**config.mk**
```make
export PLATFORM = sky130hd
export DESIGN_NAME = key_event_escape_encoder_core
export DESIGN_NICKNAME = d
export VERILOG_FILES = /design/src/rtl/kee_pkg.sv /design/src/rtl/kee_front.sv /design/src/rtl/kee_queue.sv /design/src/rtl/kee_back.sv /design/src/rtl/key_event_escape_encoder_core.sv
export SDC_FILE = /design/constraint.sdc
export NUM_CORES = 1
export LEC_CHECK = 0
export ABC_AREA = 1
export BUFFER_PORTS_ARGS = -buffer_cell sky130_fd_sc_hd__clkbuf_2
export CAP_MARGIN = 30
export CORE_UTILIZATION = 63
export CTS_BUF_LIST = sky130_fd_sc_hd__clkbuf_8 sky130_fd_sc_hd__clkbuf_16
export DETAILED_ROUTE_END_ITERATION = 7
export PLACE_DENSITY = 0.81
export SYNTH_ARGS = -nofsm -noshare
export SYNTH_HDL_FRONTEND = slang
export SYNTH_SLANG_ARGS = --single-unit
```
**constraint.sdc**
```tcl
create_clock -name clk -period 7.4 [get_ports clk]
set_clock_uncertainty 0.2 [all_clocks]
set_input_delay 0.37 -clock clk [delete_from_list [all_inputs] [get_ports clk]]
set_output_delay 0.37 -clock clk [all_outputs]
set_load 0.005 [all_outputs]
```
**src/rtl/kee_pkg.sv**
```systemverilog
// ----------------------------------------------------------------------------
// kee_pkg
// Shared types and codes for the key event escape encoder.
// ----------------------------------------------------------------------------
package kee_pkg;

	localparam int SEQ_MAX = 8;

	// key codes
	localparam logic [5:0] KEY_CHAR      = 6'd0;
	localparam logic [5:0] KEY_ENTER     = 6'd1;
	localparam logic [5:0] KEY_TAB       = 6'd2;
	localparam logic [5:0] KEY_BACKSPACE = 6'd3;
	localparam logic [5:0] KEY_ESCAPE    = 6'd4;
	localparam logic [5:0] KEY_UP        = 6'd5;
	localparam logic [5:0] KEY_END       = 6'd10;
	localparam logic [5:0] KEY_INSERT    = 6'd11;
	localparam logic [5:0] KEY_PAGE_DOWN = 6'd14;
	localparam logic [5:0] KEY_F1        = 6'd15;
	localparam logic [5:0] KEY_F4        = 6'd18;
	localparam logic [5:0] KEY_F5        = 6'd19;
	localparam logic [5:0] KEY_F20       = 6'd34;
	localparam logic [5:0] KEY_KP_0      = 6'd35;
	localparam logic [5:0] KEY_KP_EQUALS = 6'd52;
	localparam logic [4:0] KP_ENTER_IDX  = 5'd10;

	// configuration register indexes
	localparam logic [2:0] CFG_NEWLINE_MODE  = 3'd0;
	localparam logic [2:0] CFG_BS_DELETE     = 3'd1;
	localparam logic [2:0] CFG_APP_CURSOR    = 3'd2;
	localparam logic [2:0] CFG_APP_KEYPAD    = 3'd3;
	localparam logic [2:0] CFG_ALT_ESCAPE    = 3'd4;

	localparam logic [7:0] CH_ESC = 8'h1B;
	localparam logic [7:0] CH_CR  = 8'h0D;
	localparam logic [7:0] CH_LF  = 8'h0A;
	localparam logic [7:0] CH_TAB = 8'h09;
	localparam logic [7:0] CH_BS  = 8'h08;
	localparam logic [7:0] CH_DEL = 8'h7F;

	typedef struct packed {
		logic [5:0]  key_code;
		logic [3:0]  modifiers;
		logic [20:0] char_code;
	} kee_in_t;

	typedef struct packed {
		logic [7:0] out_byte;
		logic       last;
	} kee_out_t;

	typedef struct packed {
		logic crlf_on_enter;
		logic bs_is_del;
		logic cursor_ss3;
		logic keypad_app;
		logic alt_esc_prefix;
	} kee_cfg_t;

	// one encoded event: bytes[0] goes out first, len is 1..8
	typedef struct packed {
		logic [SEQ_MAX-1:0][7:0] bytes;
		logic [3:0]              len;
	} kee_seq_t;

	typedef struct packed {
		logic full;
		logic valid;
	} kee_qstat_t;

endpackage

```
**src/rtl/kee_front.sv**
```systemverilog
// ----------------------------------------------------------------------------
// kee_front
// Accepts key events, classifies them and builds the byte sequence.
// ----------------------------------------------------------------------------
module kee_front (
	input  logic             clk,
	input  logic             arst_n,
	input  logic             in_valid,
	output logic             in_stall,
	input  kee_pkg::kee_in_t in_item,
	input  kee_pkg::kee_cfg_t cfg,
	input  kee_pkg::kee_qstat_t qstat,
	output logic             push,
	output kee_pkg::kee_seq_t push_seq
);
	import kee_pkg::*;

	function automatic logic [7:0] cursor_final(input logic [2:0] i);
		logic [7:0] r;
		unique case (i)
			3'd0: r = "A";
			3'd1: r = "B";
			3'd2: r = "C";
			3'd3: r = "D";
			3'd4: r = "H";
			default: r = "F";
		endcase
		return r;
	endfunction

	function automatic logic [7:0] ss3_final(input logic [1:0] i);
		logic [7:0] r;
		unique case (i)
			2'd0: r = "P";
			2'd1: r = "Q";
			2'd2: r = "R";
			default: r = "S";
		endcase
		return r;
	endfunction

	function automatic logic [5:0] tilde_named(input logic [1:0] i);
		logic [5:0] r;
		unique case (i)
			2'd0: r = 6'd2;
			2'd1: r = 6'd3;
			2'd2: r = 6'd5;
			default: r = 6'd6;
		endcase
		return r;
	endfunction

	function automatic logic [5:0] fkey_tilde(input logic [3:0] i);
		logic [5:0] r;
		unique case (i)
			4'd0: r = 6'd15;
			4'd1: r = 6'd17;
			4'd2: r = 6'd18;
			4'd3: r = 6'd19;
			4'd4: r = 6'd20;
			4'd5: r = 6'd21;
			4'd6: r = 6'd23;
			4'd7: r = 6'd24;
			4'd8: r = 6'd25;
			4'd9: r = 6'd26;
			4'd10: r = 6'd28;
			4'd11: r = 6'd29;
			4'd12: r = 6'd31;
			4'd13: r = 6'd32;
			4'd14: r = 6'd33;
			default: r = 6'd34;
		endcase
		return r;
	endfunction

	function automatic logic [7:0] kp_app(input logic [4:0] i);
		logic [7:0] r;
		unique case (i)
			5'd0: r = "p";
			5'd1: r = "q";
			5'd2: r = "r";
			5'd3: r = "s";
			5'd4: r = "t";
			5'd5: r = "u";
			5'd6: r = "v";
			5'd7: r = "w";
			5'd8: r = "x";
			5'd9: r = "y";
			5'd10: r = "M";
			5'd11: r = "k";
			5'd12: r = "m";
			5'd13: r = "j";
			5'd14: r = "o";
			5'd15: r = "n";
			5'd16: r = "l";
			default: r = "X";
		endcase
		return r;
	endfunction

	function automatic logic [7:0] kp_num(input logic [4:0] i);
		logic [7:0] r;
		unique case (i)
			5'd0, 5'd1, 5'd2, 5'd3, 5'd4, 5'd5, 5'd6, 5'd7, 5'd8, 5'd9:
				r = 8'h30 | {3'd0, i};
			5'd11: r = "+";
			5'd12: r = "-";
			5'd13: r = "*";
			5'd14: r = "/";
			5'd15: r = ".";
			5'd16: r = ",";
			default: r = "=";
		endcase
		return r;
	endfunction

	// tens digit of a value up to 39
	function automatic logic [1:0] dec_tens(input logic [5:0] v);
		logic [1:0] t;
		if (v >= 6'd30) t = 2'd3;
		else if (v >= 6'd20) t = 2'd2;
		else if (v >= 6'd10) t = 2'd1;
		else t = 2'd0;
		return t;
	endfunction

	function automatic logic [7:0] dec_ones(input logic [5:0] v, input logic [1:0] t);
		logic [5:0] o;
		o = v - {1'b0, t, 3'b000} - {3'b000, t, 1'b0};
		return 8'h30 | {4'd0, o[3:0]};
	endfunction

	// ctrl mapping of a character; valid flag in bit 8
	function automatic logic [8:0] ctrl_byte(input logic [20:0] c);
		logic [8:0] r;
		if (c >= 21'h61 && c <= 21'h7A) r = {1'b1, 3'd0, c[4:0]};
		else if (c >= 21'h41 && c <= 21'h5A) r = {1'b1, 3'd0, c[4:0]};
		else begin
			case (c)
				21'h20, 21'h40, 21'h32: r = {1'b1, 8'h00};
				21'h5B, 21'h33: r = {1'b1, 8'h1B};
				21'h5C, 21'h34: r = {1'b1, 8'h1C};
				21'h5D, 21'h35: r = {1'b1, 8'h1D};
				21'h5E, 21'h36: r = {1'b1, 8'h1E};
				21'h5F, 21'h37, 21'h2F: r = {1'b1, 8'h1F};
				21'h38, 21'h3F: r = {1'b1, 8'h7F};
				default: r = 9'd0;
			endcase
		end
		return r;
	endfunction

	logic    valid_s1;
	kee_in_t item_s1;
	logic    advance;

	assign in_stall = valid_s1 && qstat.full;
	assign advance  = !in_stall;

	always_ff @(posedge clk or negedge arst_n) begin
		if (!arst_n) begin
			valid_s1 <= 1'b0;
		end else if (advance) begin
			valid_s1 <= in_valid;
		end
	end

	always_ff @(posedge clk) begin
		if (advance && in_valid) begin
			item_s1 <= in_item;
		end
	end

	logic [7:0] b [SEQ_MAX];
	logic [3:0] n;
	logic [4:0] mod;
	logic       shift, alt, ctrl;
	logic [5:0] key, rel, num, modw;
	logic [20:0] cp;
	logic [8:0] cb;
	logic [7:0] fin;
	logic       do_cursor, do_tilde, app, do_alt;
	logic [1:0] t;

	always_comb begin
		key   = item_s1.key_code;
		cp    = item_s1.char_code;
		mod   = 5'd1 + {1'b0, item_s1.modifiers};
		modw  = {1'b0, mod};
		shift = item_s1.modifiers[0];
		alt   = item_s1.modifiers[1];
		ctrl  = item_s1.modifiers[2];
		cb    = ctrl_byte(cp);
		for (int i = 0; i < SEQ_MAX; i++) b[i] = 8'h00;
		n         = 4'd0;
		rel       = 6'd0;
		num       = 6'd0;
		fin       = 8'h00;
		app       = 1'b0;
		do_cursor = 1'b0;
		do_tilde  = 1'b0;
		t         = 2'd0;

		case (key) inside
			KEY_CHAR: begin
				if (cp != 21'd0) begin
					if (ctrl && cb[8]) begin
						b[0] = cb[7:0];
						n = 4'd1;
					end else if (cp > 21'h10FFFF || (cp >= 21'hD800 && cp <= 21'hDFFF)) begin
						n = 4'd0;
					end else if (cp < 21'h80) begin
						b[0] = {1'b0, cp[6:0]};
						n = 4'd1;
					end else if (cp < 21'h800) begin
						b[0] = {3'b110, cp[10:6]};
						b[1] = {2'b10, cp[5:0]};
						n = 4'd2;
					end else if (cp < 21'h10000) begin
						b[0] = {4'b1110, cp[15:12]};
						b[1] = {2'b10, cp[11:6]};
						b[2] = {2'b10, cp[5:0]};
						n = 4'd3;
					end else begin
						b[0] = {5'b11110, cp[20:18]};
						b[1] = {2'b10, cp[17:12]};
						b[2] = {2'b10, cp[11:6]};
						b[3] = {2'b10, cp[5:0]};
						n = 4'd4;
					end
				end
			end
			KEY_ENTER: begin
				b[0] = CH_CR;
				b[1] = CH_LF;
				n = cfg.crlf_on_enter ? 4'd2 : 4'd1;
			end
			KEY_TAB: begin
				if (shift) begin
					b[0] = CH_ESC;
					b[1] = "[";
					b[2] = "Z";
					n = 4'd3;
				end else if (mod > 5'd1) begin
					b[0] = CH_ESC;
					b[1] = "[";
					b[2] = "9";
					b[3] = ";";
					if (mod >= 5'd10) begin
						b[4] = "1";
						b[5] = dec_ones(modw, 2'd1);
						b[6] = "u";
						n = 4'd7;
					end else begin
						b[4] = 8'h30 | {4'd0, mod[3:0]};
						b[5] = "u";
						n = 4'd6;
					end
				end else begin
					b[0] = CH_TAB;
					n = 4'd1;
				end
			end
			KEY_BACKSPACE: begin
				b[0] = (ctrl != cfg.bs_is_del) ? CH_DEL : CH_BS;
				n = 4'd1;
			end
			KEY_ESCAPE: begin
				b[0] = CH_ESC;
				n = 4'd1;
			end
			[KEY_UP:KEY_END]: begin
				rel = key - KEY_UP;
				fin = cursor_final(rel[2:0]);
				app = cfg.cursor_ss3;
				do_cursor = 1'b1;
			end
			[KEY_INSERT:KEY_PAGE_DOWN]: begin
				rel = key - KEY_INSERT;
				num = tilde_named(rel[1:0]);
				do_tilde = 1'b1;
			end
			[KEY_F1:KEY_F4]: begin
				rel = key - KEY_F1;
				fin = ss3_final(rel[1:0]);
				app = 1'b1;
				do_cursor = 1'b1;
			end
			[KEY_F5:KEY_F20]: begin
				rel = key - KEY_F5;
				num = fkey_tilde(rel[3:0]);
				do_tilde = 1'b1;
			end
			[KEY_KP_0:KEY_KP_EQUALS]: begin
				rel = key - KEY_KP_0;
				if (cfg.keypad_app) begin
					b[0] = CH_ESC;
					b[1] = "O";
					b[2] = kp_app(rel[4:0]);
					n = 4'd3;
				end else if (rel[4:0] == KP_ENTER_IDX) begin
					b[0] = CH_CR;
					b[1] = CH_LF;
					n = cfg.crlf_on_enter ? 4'd2 : 4'd1;
				end else begin
					b[0] = kp_num(rel[4:0]);
					n = 4'd1;
				end
			end
			default: begin
				n = 4'd0;
			end
		endcase

		// ESC [ 1 ; mod final, or ESC O/[ final
		if (do_cursor) begin
			b[0] = CH_ESC;
			if (mod > 5'd1) begin
				b[1] = "[";
				b[2] = "1";
				b[3] = ";";
				if (mod >= 5'd10) begin
					b[4] = "1";
					b[5] = dec_ones(modw, 2'd1);
					b[6] = fin;
					n = 4'd7;
				end else begin
					b[4] = 8'h30 | {4'd0, mod[3:0]};
					b[5] = fin;
					n = 4'd6;
				end
			end else begin
				b[1] = app ? "O" : "[";
				b[2] = fin;
				n = 4'd3;
			end
		end

		// ESC [ num [; mod] ~
		if (do_tilde) begin
			t = dec_tens(num);
			b[0] = CH_ESC;
			b[1] = "[";
			n = 4'd2;
			if (t != 2'd0) begin
				b[n[2:0]] = 8'h30 | {6'd0, t};
				n = n + 4'd1;
			end
			b[n[2:0]] = dec_ones(num, t);
			n = n + 4'd1;
			if (mod > 5'd1) begin
				b[n[2:0]] = ";";
				n = n + 4'd1;
				if (mod >= 5'd10) begin
					b[n[2:0]] = "1";
					n = n + 4'd1;
					b[n[2:0]] = dec_ones(modw, 2'd1);
				end else begin
					b[n[2:0]] = 8'h30 | {4'd0, mod[3:0]};
				end
				n = n + 4'd1;
			end
			b[n[2:0]] = "~";
			n = n + 4'd1;
		end

		// alt prefix on single bytes and bodies that do not open with ESC
		do_alt = alt && cfg.alt_esc_prefix && n != 4'd0 && (n == 4'd1 || b[0] != CH_ESC);
		if (do_alt) begin
			push_seq.bytes[0] = CH_ESC;
			for (int i = 1; i < SEQ_MAX; i++) push_seq.bytes[i] = b[i-1];
			push_seq.len = (n == 4'(SEQ_MAX)) ? n : n + 4'd1;
		end else begin
			for (int i = 0; i < SEQ_MAX; i++) push_seq.bytes[i] = b[i];
			push_seq.len = n;
		end
	end

	// events that encode to nothing are dropped here
	assign push = valid_s1 && !qstat.full && (n != 4'd0);

endmodule

```
**src/rtl/kee_queue.sv**
```systemverilog
// ----------------------------------------------------------------------------
// kee_queue
// Two-entry queue of encoded sequences between front and back.
// ----------------------------------------------------------------------------
module kee_queue (
	input  logic               clk,
	input  logic               arst_n,
	input  logic               push,
	input  kee_pkg::kee_seq_t  push_seq,
	input  logic               pop,
	output kee_pkg::kee_seq_t  head,
	output kee_pkg::kee_qstat_t qstat
);
	import kee_pkg::*;

	kee_seq_t   entry_q [2];
	logic       wr_ptr_q;
	logic       rd_ptr_q;
	logic [1:0] count_q;

	always_ff @(posedge clk or negedge arst_n) begin
		if (!arst_n) begin
			wr_ptr_q <= 1'b0;
			rd_ptr_q <= 1'b0;
			count_q  <= 2'd0;
		end else begin
			if (push) wr_ptr_q <= !wr_ptr_q;
			if (pop) rd_ptr_q <= !rd_ptr_q;
			if (push && !pop) count_q <= count_q + 2'd1;
			else if (pop && !push) count_q <= count_q - 2'd1;
		end
	end

	always_ff @(posedge clk) begin
		if (push) begin
			entry_q[wr_ptr_q] <= push_seq;
		end
	end

	assign head        = entry_q[rd_ptr_q];
	assign qstat.full  = count_q == 2'd2;
	assign qstat.valid = count_q != 2'd0;

endmodule

```
**src/rtl/kee_back.sv**
```systemverilog
// ----------------------------------------------------------------------------
// kee_back
// Walks the queued sequence, one byte a cycle while out_stall is low.
// ----------------------------------------------------------------------------
module kee_back (
	input  logic                clk,
	input  logic                arst_n,
	input  kee_pkg::kee_seq_t   head,
	input  kee_pkg::kee_qstat_t qstat,
	output logic                pop,
	output logic                out_valid,
	input  logic                out_stall,
	output kee_pkg::kee_out_t   out_item
);
	import kee_pkg::*;

	logic       out_valid_q;
	kee_out_t   out_q;
	logic [2:0] idx_q;
	logic [3:0] len_m1;
	logic       load, is_last;

	assign len_m1  = head.len - 4'd1;
	assign is_last = idx_q == len_m1[2:0];
	// output register refills as soon as the current byte leaves
	assign load    = qstat.valid && (!out_valid_q || !out_stall);
	assign pop     = load && is_last;

	always_ff @(posedge clk or negedge arst_n) begin
		if (!arst_n) begin
			out_valid_q <= 1'b0;
			idx_q       <= 3'd0;
		end else if (load) begin
			out_valid_q <= 1'b1;
			idx_q       <= is_last ? 3'd0 : idx_q + 3'd1;
		end else if (!out_stall) begin
			out_valid_q <= 1'b0;
		end
	end

	always_ff @(posedge clk) begin
		if (load) begin
			out_q.out_byte <= head.bytes[idx_q];
			out_q.last     <= is_last;
		end
	end

	assign out_valid = out_valid_q;
	assign out_item  = out_q;

endmodule

```
**src/rtl/key_event_escape_encoder_core.sv**
```systemverilog
// ----------------------------------------------------------------------------
// key_event_escape_encoder_core
// Encodes key events into xterm escape byte sequences.
//
//   channel  direction  handshake            payload
//   in       input      in_valid/in_stall    key_code, modifiers, char_code
//   out      output     out_valid/out_stall  out_byte, last
//   cfg      input      cfg_we               cfg_index, cfg_data
//
// an event is registered in the encode stage and encodes to 1 to 8 bytes,
// then one byte leaves per cycle while out_stall is low
// the output byte stepper sets the sustained rate; events that encode to
// nothing are dropped before the queue and never reach the output
// a two-entry queue lets the encode stage take new events while bytes drain
// reset clears all control and the configuration registers to zero
// ----------------------------------------------------------------------------
module key_event_escape_encoder_core (
	input  logic              clk,
	input  logic              arst_n,
	input  logic              in_valid,
	output logic              in_stall,
	input  kee_pkg::kee_in_t  in_item,
	output logic              out_valid,
	input  logic              out_stall,
	output kee_pkg::kee_out_t out_item,
	input  logic              cfg_we,
	input  logic [2:0]        cfg_index,
	input  logic              cfg_data
);
	import kee_pkg::*;

	kee_cfg_t   cfg_q;
	kee_qstat_t qstat;
	kee_seq_t   push_seq;
	kee_seq_t   head;
	logic       push;
	logic       pop;

	always_ff @(posedge clk or negedge arst_n) begin
		if (!arst_n) begin
			cfg_q <= '0;
		end else if (cfg_we) begin
			unique case (cfg_index)
				CFG_NEWLINE_MODE: cfg_q.crlf_on_enter  <= cfg_data;
				CFG_BS_DELETE:    cfg_q.bs_is_del      <= cfg_data;
				CFG_APP_CURSOR:   cfg_q.cursor_ss3     <= cfg_data;
				CFG_APP_KEYPAD:   cfg_q.keypad_app     <= cfg_data;
				CFG_ALT_ESCAPE:   cfg_q.alt_esc_prefix <= cfg_data;
				default: ;
			endcase
		end
	end

	kee_front u_front (
		.clk      (clk),
		.arst_n   (arst_n),
		.in_valid (in_valid),
		.in_stall (in_stall),
		.in_item  (in_item),
		.cfg      (cfg_q),
		.qstat    (qstat),
		.push     (push),
		.push_seq (push_seq)
	);

	kee_queue u_queue (
		.clk      (clk),
		.arst_n   (arst_n),
		.push     (push),
		.push_seq (push_seq),
		.pop      (pop),
		.head     (head),
		.qstat    (qstat)
	);

	kee_back u_back (
		.clk       (clk),
		.arst_n    (arst_n),
		.head      (head),
		.qstat     (qstat),
		.pop       (pop),
		.out_valid (out_valid),
		.out_stall (out_stall),
		.out_item  (out_item)
	);

endmodule
```
==> summary.md <==
| Metric | Value |
|---|---|
| Status | complete, no violations |
| Average wire per cell in the routed design | 19.1 um |
| Dpl hpwl | 22.7 mm |
| Util after Layout | 0.726 |
| CTS tree | built |
| Placement Cell Area | 11800 um2 |
| Worst VDD drop | 0.629 mV |
| Rows | 48 |
| Cells on worst reg2reg path | 23 |
| Cell taking the most area after synthesis | edfxtp_1 |
| Ys flop type | edfxtp_1 |
| Final TNS setup | 0 ns |
| Type of origin of the critical path | flop |
| Inst Count DP | 1593 |
| Finished Layout Cells | 1659 |
| Design Power | 4.56 mW |
| Mapped Cells | 1358 |
| Final Max Slew Viols | 0 |
| Internal cell power | 2.61 mW |
| Die Wd | 137 um |
| RSZ-0062 raised after global routing | no |
| Clk pwr share | 0.198 |
| Synth cell count leaders | 285 x nand2_1, 184 x nor2_1, 168 x edfxtp_1 |
| Final RePlAce weighted congestion | 0.977 |
| Antenna fix cells | 0 |
| Reg-to-Reg Start | u_front.key[1] |
| CTS Buffer Depth | 2 |
| FMAX | 170 MHz |
| Sequential share of the synthesized area | 0.471 |
| Die Area | 18700 um2 |
| Area grow syn2layout | 11.1% |
| Routed vias | 10200 |
| Clock latency on the worst-skew pair | 0.45 ns |
| Hold Crit Start | cfg_index[2] |
| I/O pin cnt | 51 |
| Reg power frac | 0.386 |
| Layout cells sized above 1 | 0.130 |
| Critical path type | flop to flop |
| DP Worst Slack | 1.63 ns |
| Least-Margin Pin Slew | 0.839 ns |
| Yosys Warn Count | 0 |
| Power Dens Cells | 358 nW/um2 |
| GRT Residual Overflow | 0 |
| Pre-antenna DRT Iters | 6 |
| Count leader, synth | nand2_1 |
| Initial Util | 0.653 |
| EDFF count, synth | 168 |
| Worst setup EP type | flop |
| Vias in the first global route | 9277 |
| Comb pwr share | 0.416 |
| Final count of negative-setup-slack endpoints | 0 |
| Clock transition at path regs | 0.07 ns |
| Core Box Area | 17500 um2 |
| Final Cell Area | 12700 um2 |
| Hold Crit Depth | 3 |
| Static leakage | 5.29 nW |
| Post-route DRC | 0 |
| Post-Syn Area | 11500 um2 |
| Worst endpoint required time | 7.31 ns |
| Routed vias/inst | 6.15 |
| Port-buffer cells | 50 |
| Top cells by area, synth | edfxtp_1 44%, nand2_1 9.3%, nor2_1 6.0%, o21ai_0 5.8%, nand3_1 4.9% |
| Min Hold Slack | 0.0377 ns |
| R2R Setup Slk | 1.52 ns |
| Initial antenna violation count | 0 |
| H-tree depth | 4 |
| Syn_area_per_cell | 8.43 um2 |
| Post-synth top area share | 0.441 |
| First-pass GRT wire length | 48.6 mm |
| NetSw | 1.95 mW |
| CP arrival | 5.80 ns |
| Iter 0 DRT Violations | 1290 |
| Die height | 137 um |
| Max-Cap Viols | 0 |
| Nets | 1484 |
| Hold path endpoint | cfg_q[0] |
| Netlist cell types | 66 |
| Hold Fails Final Rpt | 0 |
| Clock sinks | 182 |
| Tmin final | 5.88 ns |
| Final WL | 31.7 mm |
| Net Sw Frac | 0.428 |
| Total CTS buffers | 17 |
| Post-CTS Setup Bufs | 0 |
| FF+latch count, synth | 182 |
| Gr usage total | 0.350 |
| CP max FO | 26 |
| R2r endpoint | u_queue.entry_q[0][37] |
| Largest net degree at the start of global routing | 66 |
| DRT antenna net count | 0 |
| Hold crit path type | input pin to flop |
| Max-slew headroom | 0.436 |
| Fin crit share | 0.795 |
| Root Buffer | clkbuf_16 |
| Worst setup margin | 1.52 ns |
| Asr flop ratio synth | 0.0769 |
[registers in the layout, indices dropped and copies added, names as in the netlist]
signal            flops
cfg_q                 5
u_back.idx_q          3
u_back.out_item       9
u_back.out_valid      1
u_front.alt           1
u_front.cp           21
u_front.ctrl          1
u_front.item_s1       2
u_front.key           6
u_front.valid_s1      1
u_queue.count_q       2
u_queue.entry_q     128
u_queue.rd_ptr_q      1
u_queue.wr_ptr_q      1
[worst max path at each step]
stage	startpoint	to	slack [ns]	cells after the start
after floorplan	u_front.key[0]	u_queue.entry_q[1][0]	0.59	26
after detailed placement	u_front.key[1]	u_queue.entry_q[1][17]	1.63	23
after CTS	u_front.key[1]	u_queue.entry_q[1][49]	1.61	23
after global routing	u_front.key[1]	u_queue.entry_q[1][49]	1.05	23
final	u_front.key[1]	u_queue.entry_q[0][37]	1.52	23
after global placement	u_front.key[1]	u_queue.entry_q[1][17]	1.73	23
[timing repair]
item | 4_1_cts | 5_1_grt
resized for setup | 0 | 0
hold endpoints to repair | 47 | 0
hold buffers | 34 | 0
[critical path, stage by stage, from the launching register on]
cell	delay [ns]
edfxtp_1	0.59
ha_1	0.31
inv_1	0.13
nand2_2	0.10
nand2_2	0.08
o22ai_4	0.19
nand2_2	0.12
a21oi_4	0.47
nand4_1	0.21
nand3_2	0.33
inv_1	0.18
ha_1	0.32
inv_1	0.09
nand3_1	0.10
inv_1	0.10
nor2_1	0.06
inv_1	0.08
o21a_1	0.16
inv_1	0.07
ha_1	0.20
nand3_2	0.10
nand3_1	0.20
nor2_4	0.69
buf_4	0.44
[cell usage in the layout (no fill, tap or decap), drive strengths merged, types with 9 or more instances in the layout]
| master | n |
|---|---|
| clkbuf | 67 |
| clkinv | 11 |
| edfxtp | 168 |
| inv | 145 |
| buf | 10 |
| ha | 23 |
| o221ai | 21 |
| dlygate4sd3 | 34 |
| nor3 | 9 |
| o2111ai | 9 |
| o22ai | 25 |
| o21ai | 138 |
| nor2 | 204 |
| nand4 | 15 |
| nand2 | 307 |
| dfrtp | 14 |
| o211ai | 19 |
| a21oi | 33 |
| nand3 | 124 |
[layer usage]
layer | global-route usage | wire length, um
met5 | 0 | 0
met4 | 0.165 | 1190
met3 | 0.0519 | 2630
met2 | 0.576 | 15200
met1 | 0.454 | 12700
[power by group through the flow]
stage / clock network (mW) / logic (mW) / registers, mW
3_5_place_dp: 0 / 1.84 / 1.78
4_1_cts: 0.906 / 1.87 / 1.76
2_1_floorplan: 0 / 1.32 / 1.74
3_3_place_gp: 0 / 1.79 / 1.76
5_1_grt: 0.942 / 2.08 / 1.79
6_report: 0.902 / 1.90 / 1.76
[cells by family (layout without fill, tap and decap cells)]
kind of cell | Yosys count | in the layout | synth area share
simple gates | 671 | 671 | 0.269
compound gates | 273 | 273 | 0.149
buf+inv | 192 | 267 | 0.0729
flops | 182 | 182 | 0.471
fa+ha+maj | 23 | 23 | 0.0251
xor+xnor | 14 | 14 | 0.0107
mux | 2 | 2 | 0.00175
other cells | 1 | 2 | 0.000327
[layout make-up]
type | count | area [um2]
sequential | 182 | 5400
timing repair buffer | 94 | 686
inverter | 141 | 539
multi-input combinational | 985 | 5240
clock inverter | 15 | 159
clock buffer | 17 | 425
tap | 225 | 282
fill | 1331 | 4810
Power figures use the tool's default switching activity.
